`src/rtl/battery_voltage_to_charge_percent_assert.svh`:
```
// assertion macros shared by the rtl
`ifndef BATTERY_VOLTAGE_TO_CHARGE_PERCENT_ASSERT_SVH
`define BATTERY_VOLTAGE_TO_CHARGE_PERCENT_ASSERT_SVH
`ifndef SYNTHESIS
`define BVCP_ASSERT(label, clk, rst, prop) \
   label: assert property (@(posedge clk) disable iff (rst) (prop)) \
      else $error("bvcp assertion failed");
`define BVCP_ASSERT_RST(label, clk, prop) \
   label: assert property (@(posedge clk) (prop)) \
      else $error("bvcp reset assertion failed");
`else
`define BVCP_ASSERT(label, clk, rst, prop)
`define BVCP_ASSERT_RST(label, clk, prop)
`endif
`endif

```
`src/rtl/bvcp_pkg.sv`:
```
package bvcp_pkg;

   localparam int CURVE_POINTS = 21;
   localparam int MV_W         = 13;
   localparam int PCT_W        = 7;
   localparam int IDX_W        = $clog2(CURVE_POINTS);
   localparam int PROD_W       = MV_W + PCT_W;
   localparam int NUM_W        = PROD_W + 2;
   localparam int DEN_W        = MV_W + 1;
   localparam int DIV_STEPS    = PCT_W;

   typedef logic [MV_W-1:0]  mv_type;
   typedef logic [PCT_W-1:0] pct_type;

   localparam pct_type PCT_FULL = 7'd100;

   // discharge curve, falling from full to empty
   localparam mv_type CURVE_MV [CURVE_POINTS] = '{
      13'd4200, 13'd4150, 13'd4110, 13'd4080, 13'd4020, 13'd3980, 13'd3950,
      13'd3910, 13'd3870, 13'd3850, 13'd3840, 13'd3820, 13'd3800, 13'd3790,
      13'd3770, 13'd3750, 13'd3730, 13'd3690, 13'd3610, 13'd3500, 13'd3270
   };

   localparam pct_type CURVE_PCT [CURVE_POINTS] = '{
      7'd100, 7'd95, 7'd90, 7'd85, 7'd80, 7'd75, 7'd70,
      7'd65,  7'd60, 7'd55, 7'd50, 7'd45, 7'd40, 7'd35,
      7'd30,  7'd25, 7'd20, 7'd15, 7'd10, 7'd5,  7'd0
   };

   typedef struct packed {
      logic [NUM_W-1:0] rem;
      logic [DEN_W-1:0] den;
      pct_type          quo;
      pct_type          base;
   } div_stage_type;

endpackage

```
`src/rtl/battery_voltage_to_charge_percent.sv`:
```
// battery state of charge from voltage
//
// req channel: one transfer per voltage sample, req_tdata[12:0] in millivolts.
// rsp channel: one transfer per sample, rsp_tdata[6:0] charge in percent
// (0..100), rounded half up, interpolated on a fixed 21-point discharge curve.
// results leave in the order the samples came in.
//
// one stage finds the curve segment, one forms the interpolation numerator,
// and a restoring divider takes one quotient bit per stage over 7 stages, the
// last of which is the output register. throughput is one sample per cycle
// while rsp_tready stays high.
//
// reset empties the pipeline; rsp_tvalid drops and req_tready rises.
// when the receiver holds rsp_tready low, the output holds its result and
// the stages behind it keep moving until they are full, so empty stages
// still take new samples; only a full pipeline drops req_tready.
`include "battery_voltage_to_charge_percent_assert.svh"

module battery_voltage_to_charge_percent (
   input  logic        clock,
   input  logic        reset,
   input  logic        req_tvalid,
   output logic        req_tready,
   input  logic [15:0] req_tdata,   // [12:0] voltage_mv
   output logic        rsp_tvalid,
   input  logic        rsp_tready,
   output logic [7:0]  rsp_tdata    // [6:0] charge_percent
);

   import bvcp_pkg::*;

   localparam int N_ST = DIV_STEPS + 2;

   logic [N_ST-1:0] valid_ff, valid_in, valid_src, adv;

   // stage a: segment search
   mv_type           a_v_ff;
   logic [IDX_W-1:0] a_seg_ff, a_seg_in;
   logic             a_found_ff, a_found_in;
   logic             a_hi_ff, a_hi_in;
   logic             a_lo_ff, a_lo_in;
   mv_type           req_v;

   // stage b onward: divider stages
   div_stage_type    d_ff [DIV_STEPS];
   div_stage_type    d_in;
   div_stage_type    step_out [DIV_STEPS];

   pct_type          rsp_pct_ff, rsp_pct_in;

   // stall chain: a stage moves when empty or when the one after moves
   always_comb begin
      adv[N_ST-1] = !valid_ff[N_ST-1] || rsp_tready;
      for (int i = N_ST - 2; i >= 0; i--) begin
         adv[i] = !valid_ff[i] || adv[i+1];
      end
      valid_src = {valid_ff[N_ST-2:0], req_tvalid};
      for (int i = 0; i < N_ST; i++) begin
         valid_in[i] = adv[i] ? valid_src[i] : valid_ff[i];
      end
   end

   always_ff @(posedge clock) begin
      if (reset) begin
         valid_ff <= '0;
      end else begin
         valid_ff <= valid_in;
      end
   end

   assign req_tready = adv[0];
   assign rsp_tvalid = valid_ff[N_ST-1];
   assign rsp_tdata  = {1'b0, rsp_pct_ff};

   // stage a
   always_comb begin
      req_v      = req_tdata[MV_W-1:0];
      a_hi_in    = req_v >= CURVE_MV[0];
      a_lo_in    = req_v <= CURVE_MV[CURVE_POINTS-1];
      a_found_in = 1'b0;
      a_seg_in   = '0;
      for (int k = 0; k < CURVE_POINTS - 1; k++) begin
         if (!a_found_in && req_v >= CURVE_MV[k+1] && req_v <= CURVE_MV[k]) begin
            a_found_in = 1'b1;
            a_seg_in   = IDX_W'(k);
         end
      end
   end

   always_ff @(posedge clock) begin
      if (adv[0]) begin
         a_v_ff     <= req_v;
         a_seg_ff   <= a_seg_in;
         a_found_ff <= a_found_in;
         a_hi_ff    <= a_hi_in;
         a_lo_ff    <= a_lo_in;
      end
   end

   // stage b: numerator and divisor for the rounded quotient
   logic [IDX_W-1:0]  b_lo_idx;
   mv_type            b_vh, b_vl, b_dv, b_diff;
   pct_type           b_sh, b_sl, b_ds;
   logic [PROD_W-1:0] b_prod;

   always_comb begin
      b_lo_idx = a_seg_ff + IDX_W'(1);
      b_vh     = CURVE_MV[a_seg_ff];
      b_vl     = CURVE_MV[b_lo_idx];
      b_sh     = CURVE_PCT[a_seg_ff];
      b_sl     = CURVE_PCT[b_lo_idx];
      b_dv     = b_vh - b_vl;
      b_ds     = (b_sh >= b_sl) ? (b_sh - b_sl) : '0;
      b_diff   = a_v_ff - b_vl;
      b_prod   = PROD_W'(b_diff) * PROD_W'(b_ds);

      d_in.quo = '0;
      d_in.rem = '0;
      d_in.den = DEN_W'(1);
      if (a_hi_ff) begin
         d_in.base = PCT_FULL;
      end else if (a_lo_ff || !a_found_ff) begin
         d_in.base = '0;
      end else if (b_dv == '0) begin
         d_in.base = b_sl;
      end else begin
         d_in.base = b_sl;
         d_in.rem  = {1'b0, b_prod, 1'b0} + NUM_W'(b_dv);
         d_in.den  = {b_dv, 1'b0};
      end
   end

   always_ff @(posedge clock) begin
      if (adv[1]) begin
         d_ff[0] <= d_in;
      end
   end

   // restoring divider, one quotient bit per stage, msb first
   for (genvar j = 0; j < DIV_STEPS; j++) begin : g_div
      localparam int BIT = DIV_STEPS - 1 - j;
      logic [NUM_W-1:0] shifted;

      always_comb begin
         shifted     = NUM_W'(d_ff[j].den) << BIT;
         step_out[j] = d_ff[j];
         if (d_ff[j].rem >= shifted) begin
            step_out[j].rem      = d_ff[j].rem - shifted;
            step_out[j].quo[BIT] = 1'b1;
         end
      end

      if (j < DIV_STEPS - 1) begin : g_reg
         always_ff @(posedge clock) begin
            if (adv[j+2]) begin
               d_ff[j+1] <= step_out[j];
            end
         end
      end
   end

   // output stage
   logic [PCT_W:0] out_sum;

   always_comb begin
      out_sum    = {1'b0, step_out[DIV_STEPS-1].base} + {1'b0, step_out[DIV_STEPS-1].quo};
      rsp_pct_in = (out_sum > {1'b0, PCT_FULL}) ? PCT_FULL : out_sum[PCT_W-1:0];
   end

   always_ff @(posedge clock) begin
      if (adv[N_ST-1]) begin
         rsp_pct_ff <= rsp_pct_in;
      end
   end

   `BVCP_ASSERT_RST(a_reset_empty, clock, reset |=> !rsp_tvalid)
   `BVCP_ASSERT(a_ready_when_empty, clock, reset, !rsp_tvalid |-> req_tready)
   `BVCP_ASSERT(a_pct_range, clock, reset, rsp_tvalid |-> rsp_pct_ff <= PCT_FULL)
   `BVCP_ASSERT(a_div_rem, clock, reset,
      valid_ff[N_ST-2] |-> step_out[DIV_STEPS-1].rem < NUM_W'(d_ff[DIV_STEPS-1].den))

endmodule

```
`config.mk`:
```
export PLATFORM = sky130hd
export DESIGN_NAME = battery_voltage_to_charge_percent
export DESIGN_NICKNAME = d
export VERILOG_FILES = /design/src/rtl/bvcp_pkg.sv /design/src/rtl/battery_voltage_to_charge_percent.sv
export VERILOG_INCLUDE_DIRS = /design/src /design/src/rtl
export SDC_FILE = /design/constraint.sdc
export NUM_CORES = 1
export LEC_CHECK = 0
export ABC_AREA = 1
export BUFFER_PORTS_ARGS = -buffer_cell sky130_fd_sc_hd__buf_4
export CAP_MARGIN = 10
export CORE_MARGIN = 3
export CORE_UTILIZATION = 57
export CTS_CLUSTER_DIAMETER = 40
export DETAILED_ROUTE_END_ITERATION = 16
export PLACE_DENSITY = 0.73
export SKIP_CTS_REPAIR_TIMING = 1
export SLEW_MARGIN = 0
export SYNTH_ARGS = -nofsm -noshare
export SYNTH_HDL_FRONTEND = slang
export SYNTH_SLANG_ARGS = --single-unit
```
`constraint.sdc`:
```
create_clock -name clock -period 16.7 [get_ports clock]
set_input_delay 3.34 -clock clock [delete_from_list [all_inputs] [get_ports clock]]
set_output_delay 3.34 -clock clock [all_outputs]
set_load 0.1 [all_outputs]
```
==> results of run 1 <==
## synthesized netlist by cell type (13+ instances only)
library cell  number  area [um2]
a31oi_1           15       93.84
nor4_1            14       87.58
buf_4             13       97.59
ha_1             191        2390
fa_1              59        1181
xor2_1            89       779.5
inv_1            386        1449
nand4_1           28       175.2
edfxtp_1         336       10090
nand3_1           71       355.3
o21bai_1          14       105.1
nor3_1            38       190.2
a21oi_1          215        1076
o21ai_0          106       530.5
xnor2_1           55       481.7
nor2_2            19       118.9
nor2_1           266       998.5
nand2_1          404        1516
## final timing paths
path / from / endpoint / slack [ns]
worst max-delay path: rsp_tready / req_tready / 5.66
worst min-delay path: d_ff[5][0]$_DFFE_PP_ / d_ff[6][0]$_DFFE_PP_ / 0.41
worst max register to register: a_seg_ff[0]$_SDFFCE_PP1P_ / d_ff[0][47]$_SDFFCE_PP0P_ / 6.84
worst min register to register: d_ff[5][0]$_DFFE_PP_ / d_ff[6][0]$_DFFE_PP_ / 0.41
## cell type report
type | instances | area, um2
clock inverters | 42 | 427.9
inverters | 401 | 1513
multi-input cells | 1728 | 11250
clock buffers | 56 | 1338
fillers | 3163 | 14370
repair buffers | 34 | 275.3
well taps | 525 | 656.9
flip-flops and latches | 345 | 10270
## metrics by stage
stage / std cells / util, % / area, um2 / setup WS (ns) / hold slack [ns]
6_report: 3131 / 64.17 / 25730 / 5.660 / 0.4092
4_1_cts: 3130 / 64.10 / 25700 / 5.463 / 0.4114
2_1_floorplan: 2517 / - / 23300 / 2.371 / 0.4003
3_3_place_gp: 3032 / 59.70 / 23940 / 5.574 / 0.4002
3_5_place_dp: 3032 / 59.70 / 23940 / 5.514 / 0.4045
5_1_grt: 3131 / 64.17 / 25730 / 5.034 / 0.4166
## cell families (layout without fill, tap and decap cells)
logic type               after synthesis  count (layout)  synth area share, %
adder cells (fa/ha/maj)              250             250                15.33
other                                  1               1              0.01610
AND/OR/NAND/NOR                      900             900                16.87
buffers and inverters                444             533                7.631
AO/OA/AOI/OAI                        432             432                10.62
flip-flops                           345             345                44.08
multiplexers                           1               1              0.04833
XOR/XNOR                             144             144                5.413
## registers in the layout, indices dropped and copies added (netlist names)
signal and count:
a_found_ff 1, a_hi_ff 1, d_ff 308, rsp_pct_ff 7
a_seg_ff 5, a_v_ff 13, a_lo_ff 1, valid_ff 9
## cells in the final DEF, fill, tap and decap left out, types with 6 or more instances in the layout
cell / count
inv_6: 10
a21oi_1: 215
nor2_1: 266
fa_1: 59
o211ai_1: 8
nand2_1: 404
clkinv_2: 8
nor2_2: 19
xnor2_1: 55
nand3b_1: 7
nand3_1: 71
buf_4: 33
clkinvlp_4: 7
clkbuf_16: 53
ha_1: 191
o21ai_0: 106
o31ai_1: 6
edfxtp_1: 336
clkinv_4: 6
inv_1: 384
nor4_1: 14
o21a_1: 7
nand4_1: 28
nand2_4: 6
nand2_2: 9
xor2_1: 89
or2_2: 11
nor3_1: 38
o221ai_1: 6
o21bai_1: 14
o2111ai_1: 9
a31oi_1: 15
dfxtp_1: 9
inv_2: 12
a21o_1: 6
## metal layers
layer / wire (um) / share of wire (%) / GRT usage (%) / up-vias
met5: 0 / 0 / 0 / -
met4: 2275 / 4.7 / 10.63 / 0
met3: 1867 / 3.8 / 3.016 / 149
met2: 25390 / 52 / 42.48 / 410
met1: 19200 / 39 / 25.12 / 8081
li1: - / - / - / 8596
==> impl_metrics.yaml, run 1 <==
clock_tree:
  clock_sink_count: 345
  clk_latency_ns: 0.60
  clk_pin_slew_worst_paths_ns: 0.06
  cts_buffers: 53
  tritoncts: "built"
  cts_root_buf: "clkbuf_16"
  clockBufferDepth: 3
  h-tree-depth: 2
critical_path:
  reg2regPathDepth: 34
  end_kind: "output port"
  crit_path_frequent_cell: "nor2_1"
  cp_max_fo: 49
  crit_type: "in -> out"
  required_ns: 13.36
  critPathBufInv: 13
  crit_arrival_ns: 7.70
  cp_cell_sequence: "buf_4 > nor2_1 > inv_1 > nor2_1 > clkinv_1 > buf_4 > nor2_1 > clkinv_1 > buf_4 > nor2_1 > inv_1 > buf_4 > nor2_1 > inv_1 > nor2_1 > inv_1 > nor2_1 > inv_1 > buf_4 > nor2_1 > nand2_1 > buf_4"
  crit_cells: 22
  cp_slowest_stage_delay_ns: 0.79
  path_delay_family: "buffers and inverters"
  start_kind: "primary input"
  slowest_stage: "nand2_1"
logic_synthesis:
  synth_cell_type_count: 70
  ys_seq_area_share_pct: 44.08
  async_flop_share_pct: 0
  synth-seq-cells: 345
  synth-edff-count: 336
  syn_area_um2: 23300
  ys_warn_count: 0
  postSynthCellCount: 2517
  synth.avg_cell_area_um2: 9.256
  synth_top_flop_cell: "edfxtp_1"
  syn_nets: 2787
routing:
  dr.pass1.iters: 5
  route.detailed.drc: 0
  post_drt_wl_per_cell_um: 15.56
  viasPerCell: 5.505
  drt_iter0_markers: 1077
  ant_nets: 0
  num_vias: 17240
  wl_mm: 48.73
run:
  cap_viol_max_count: 0
die:
  core_um2: 40100
  fp.dieH_um: 208.2
  fp-row-count: 73
  dieArea_um2: 43340
  io_pins: 30
  fp.dieW_um: 208.2
  start_util_pct: 58.11
sta:
  rsz0062_at_grt: "no"
  clock.fmax_mhz: 90.58
  setup_viol: 0
  tns_ns: 0
  final_hold_viol_count: 0
  min_period_ns: 11.04
  min_period_over_period_pct: 66.11
  tightestPinTransition_ns: 1.047
  drv_slew: 0
  relSlewSlack_pct: 30.06
  skew_ns: 0.02625
status:
  status: "finished clean"
finish:
  nets: 2833
  drive_above_1_share_pct: 8.173
  synthToLayoutAreaGrowth_pct: 10.44
  antenna_cells: 0
worst_hold_path:
  holdPathStages: 0
  hold_class: "reg -> reg"
grt:
  grt.total_usage_pct: 22.56
  grt_pass1_vias: 17480
  grt_pass1_wl_mm: 81.59
  grt_max_degree: 50
  antenna_found_initial: 0
  grt_overflow_total: 0
placed_design:
  routabilityCongestion: 0.9973
  port_buffers: 25
  place_hpwl_mm: 38.10
Power of run 1 is not shown: default switching activity piles up to over one toggle a cycle in this logic, so the estimate is an artifact.
==> run 2, diff against run 1 <==
- PLACE_DENSITY: 0.73 -> 0.76
- clock period: 16.7 -> 9.2 ns (I/O delays scaled with it)
==> impl_metrics.yaml, run 2 (synthesized netlist as in run 1, its figures left out) <==
die:
  fp.dieW_um: 208.2
  core_um2: 40100
  fp-row-count: 73
  dieArea_um2: 43340
  start_util_pct: 58.11
  io_pins: 30
  fp.dieH_um: 208.2
critical_path:
  reg2reg_from: "a_seg_ff[2]$_SDFFCE_PP0P_"
  crit_arrival_ns: 8.82
  critPathBufInv: 5
  start_kind: "flop"
  crit_type: "reg -> reg"
  crit_path_frequent_cell: "nand2_1"
  slowest_stage: "fa_1"
  path_delay_family: "adder cells"
  r2r_setup_slack_ns: 0.70
  cp_slowest_stage_delay_ns: 0.55
  reg2regPathDepth: 37
  required_ns: 9.52
  end_kind: "flop"
  rr_endpoint: "d_ff[0][47]$_SDFFCE_PP0P_"
  cp_max_fo: 17
grt:
  antenna_found_initial: 0
  grt_overflow_total: 0
  grt_pass1_wl_mm: 81.76
  grt_pass1_vias: 17560
  grt.total_usage_pct: 22.68
  grt_max_degree: 49
routing:
  ant_nets: 0
  met1_length_mm: 19.05
  post_drt_wl_per_cell_um: 15.61
  dr.pass1.iters: 6
  wl_mm: 49.28
  num_vias: 17490
  wl_met3_mm: 2.399
  drt_iter0_markers: 1131
  top_layer: "met4"
  route.detailed.drc: 0
  met2_length_mm: 25.68
  viasPerCell: 5.539
clock_tree:
  cts_buffers: 50
  clk_pin_slew_worst_paths_ns: 0.05
  clk_latency_ns: 0.58
  h-tree-depth: 2
  clockBufferDepth: 3
  cts_root_buf: "clkbuf_16"
  clock_sink_count: 345
  tritoncts: "built"
sta:
  final_hold_viol_count: 0
  relSlewSlack_pct: 33.04
  skew_ns: 0.03743
  setup_viol: 0
  tightestPinTransition_ns: 1.002
  min_period_over_period_pct: 92.39
  min_period_ns: 8.499
  drv_slew: 0
  clock.fmax_mhz: 117.7
  rsz0062_at_grt: "yes"
worst_hold_path:
  hold_path_end: "d_ff[1][1]$_DFFE_PP_"
  holdPathStages: 0
  timing.hold.worst.start: "d_ff[0][1]$_SDFFCE_PP0P_"
  hold_class: "reg -> reg"
finish:
  top_register: "d_ff"
  synthToLayoutAreaGrowth_pct: 11.54
  final_core_utilization_pct: 64.81
  nets: 2861
  antenna_cells: 0
  final_common_cell: "nand2_1"
  largest_reg_flops: 308
  layout_common_cells: "nand2_1, inv_1, edfxtp_1, nor2_1, a21oi_1"
  drive_above_1_share_pct: 9.574
  largestRegisters: "d_ff x308, a_v_ff x13, valid_ff x9"
status:
  status: "finished clean"
placed_design:
  place_hpwl_mm: 38.67
  port_buffers: 25
  routabilityCongestion: 0.9421
run:
  cap_viol_max_count: 0
run 2: cell count changes in the layout (fill, tap and decap cells not counted), moves of 3 or more:
cell | before | now
buf_4 | 33 | 65
nor2_1 | 266 | 258
inv_8 | 5 | 2
nor2_4 | 3 | 11
clkbuf_1 | 3 | 7
inv_6 | 10 | 5
clkinvlp_4 | 7 | 11
inv_1 | 384 | 379
run 2: area by class of cell:
type / count / area [um2]
timing repair buffer: 65 / 488.0
sequential: 345 / 10270
clock inverter: 34 / 376.6
multi-input combinational: 1728 / 11340
fill: 3100 / 14110
tap: 525 / 656.9
inverter: 401 / 1538
clock buffer: 59 / 1316
run 2: metrics by stage:
stage                     worst slack (ns)  area (um2)  setup TNS, ns  hold WS (ns)  cells
after global routing              0.002471       25990              0        0.4138   3157
after CTS                           0.6514       25970              0        0.4145   3157
after floorplan                    -0.5716       23400        -0.5716        0.4003   2517
after global placement              0.7645       24280              0        0.4003   3064
final                               0.7005       25990              0        0.4154   3157
after detailed placement            0.6581       24280              0        0.4045   3064
run 2: worst max path at each step:
stage,start,cells after the start,end
after floorplan,rsp_tready,16,req_tready
after global placement,a_seg_ff[0]$_SDFFCE_PP1P_,39,d_ff[0][46]$_SDFFCE_PP0P_
after detailed placement,a_seg_ff[0]$_SDFFCE_PP1P_,39,d_ff[0][46]$_SDFFCE_PP0P_
after CTS,a_seg_ff[0]$_SDFFCE_PP1P_,40,d_ff[0][46]$_SDFFCE_PP0P_
after global routing,a_seg_ff[0]$_SDFFCE_PP1P_,35,d_ff[0][49]$_SDFFCE_PP0P_
final,a_seg_ff[2]$_SDFFCE_PP0P_,37,d_ff[0][47]$_SDFFCE_PP0P_
run 2: routing by layer:
layer / GRT usage (%) / vias up
met5: 0 / -
met4: 10.28 / 0
met3: 3.694 / 152
met2: 42.82 / 538
met1: 24.90 / 8146
li1: - / 8652
Power of run 2 is left out for the same reason.
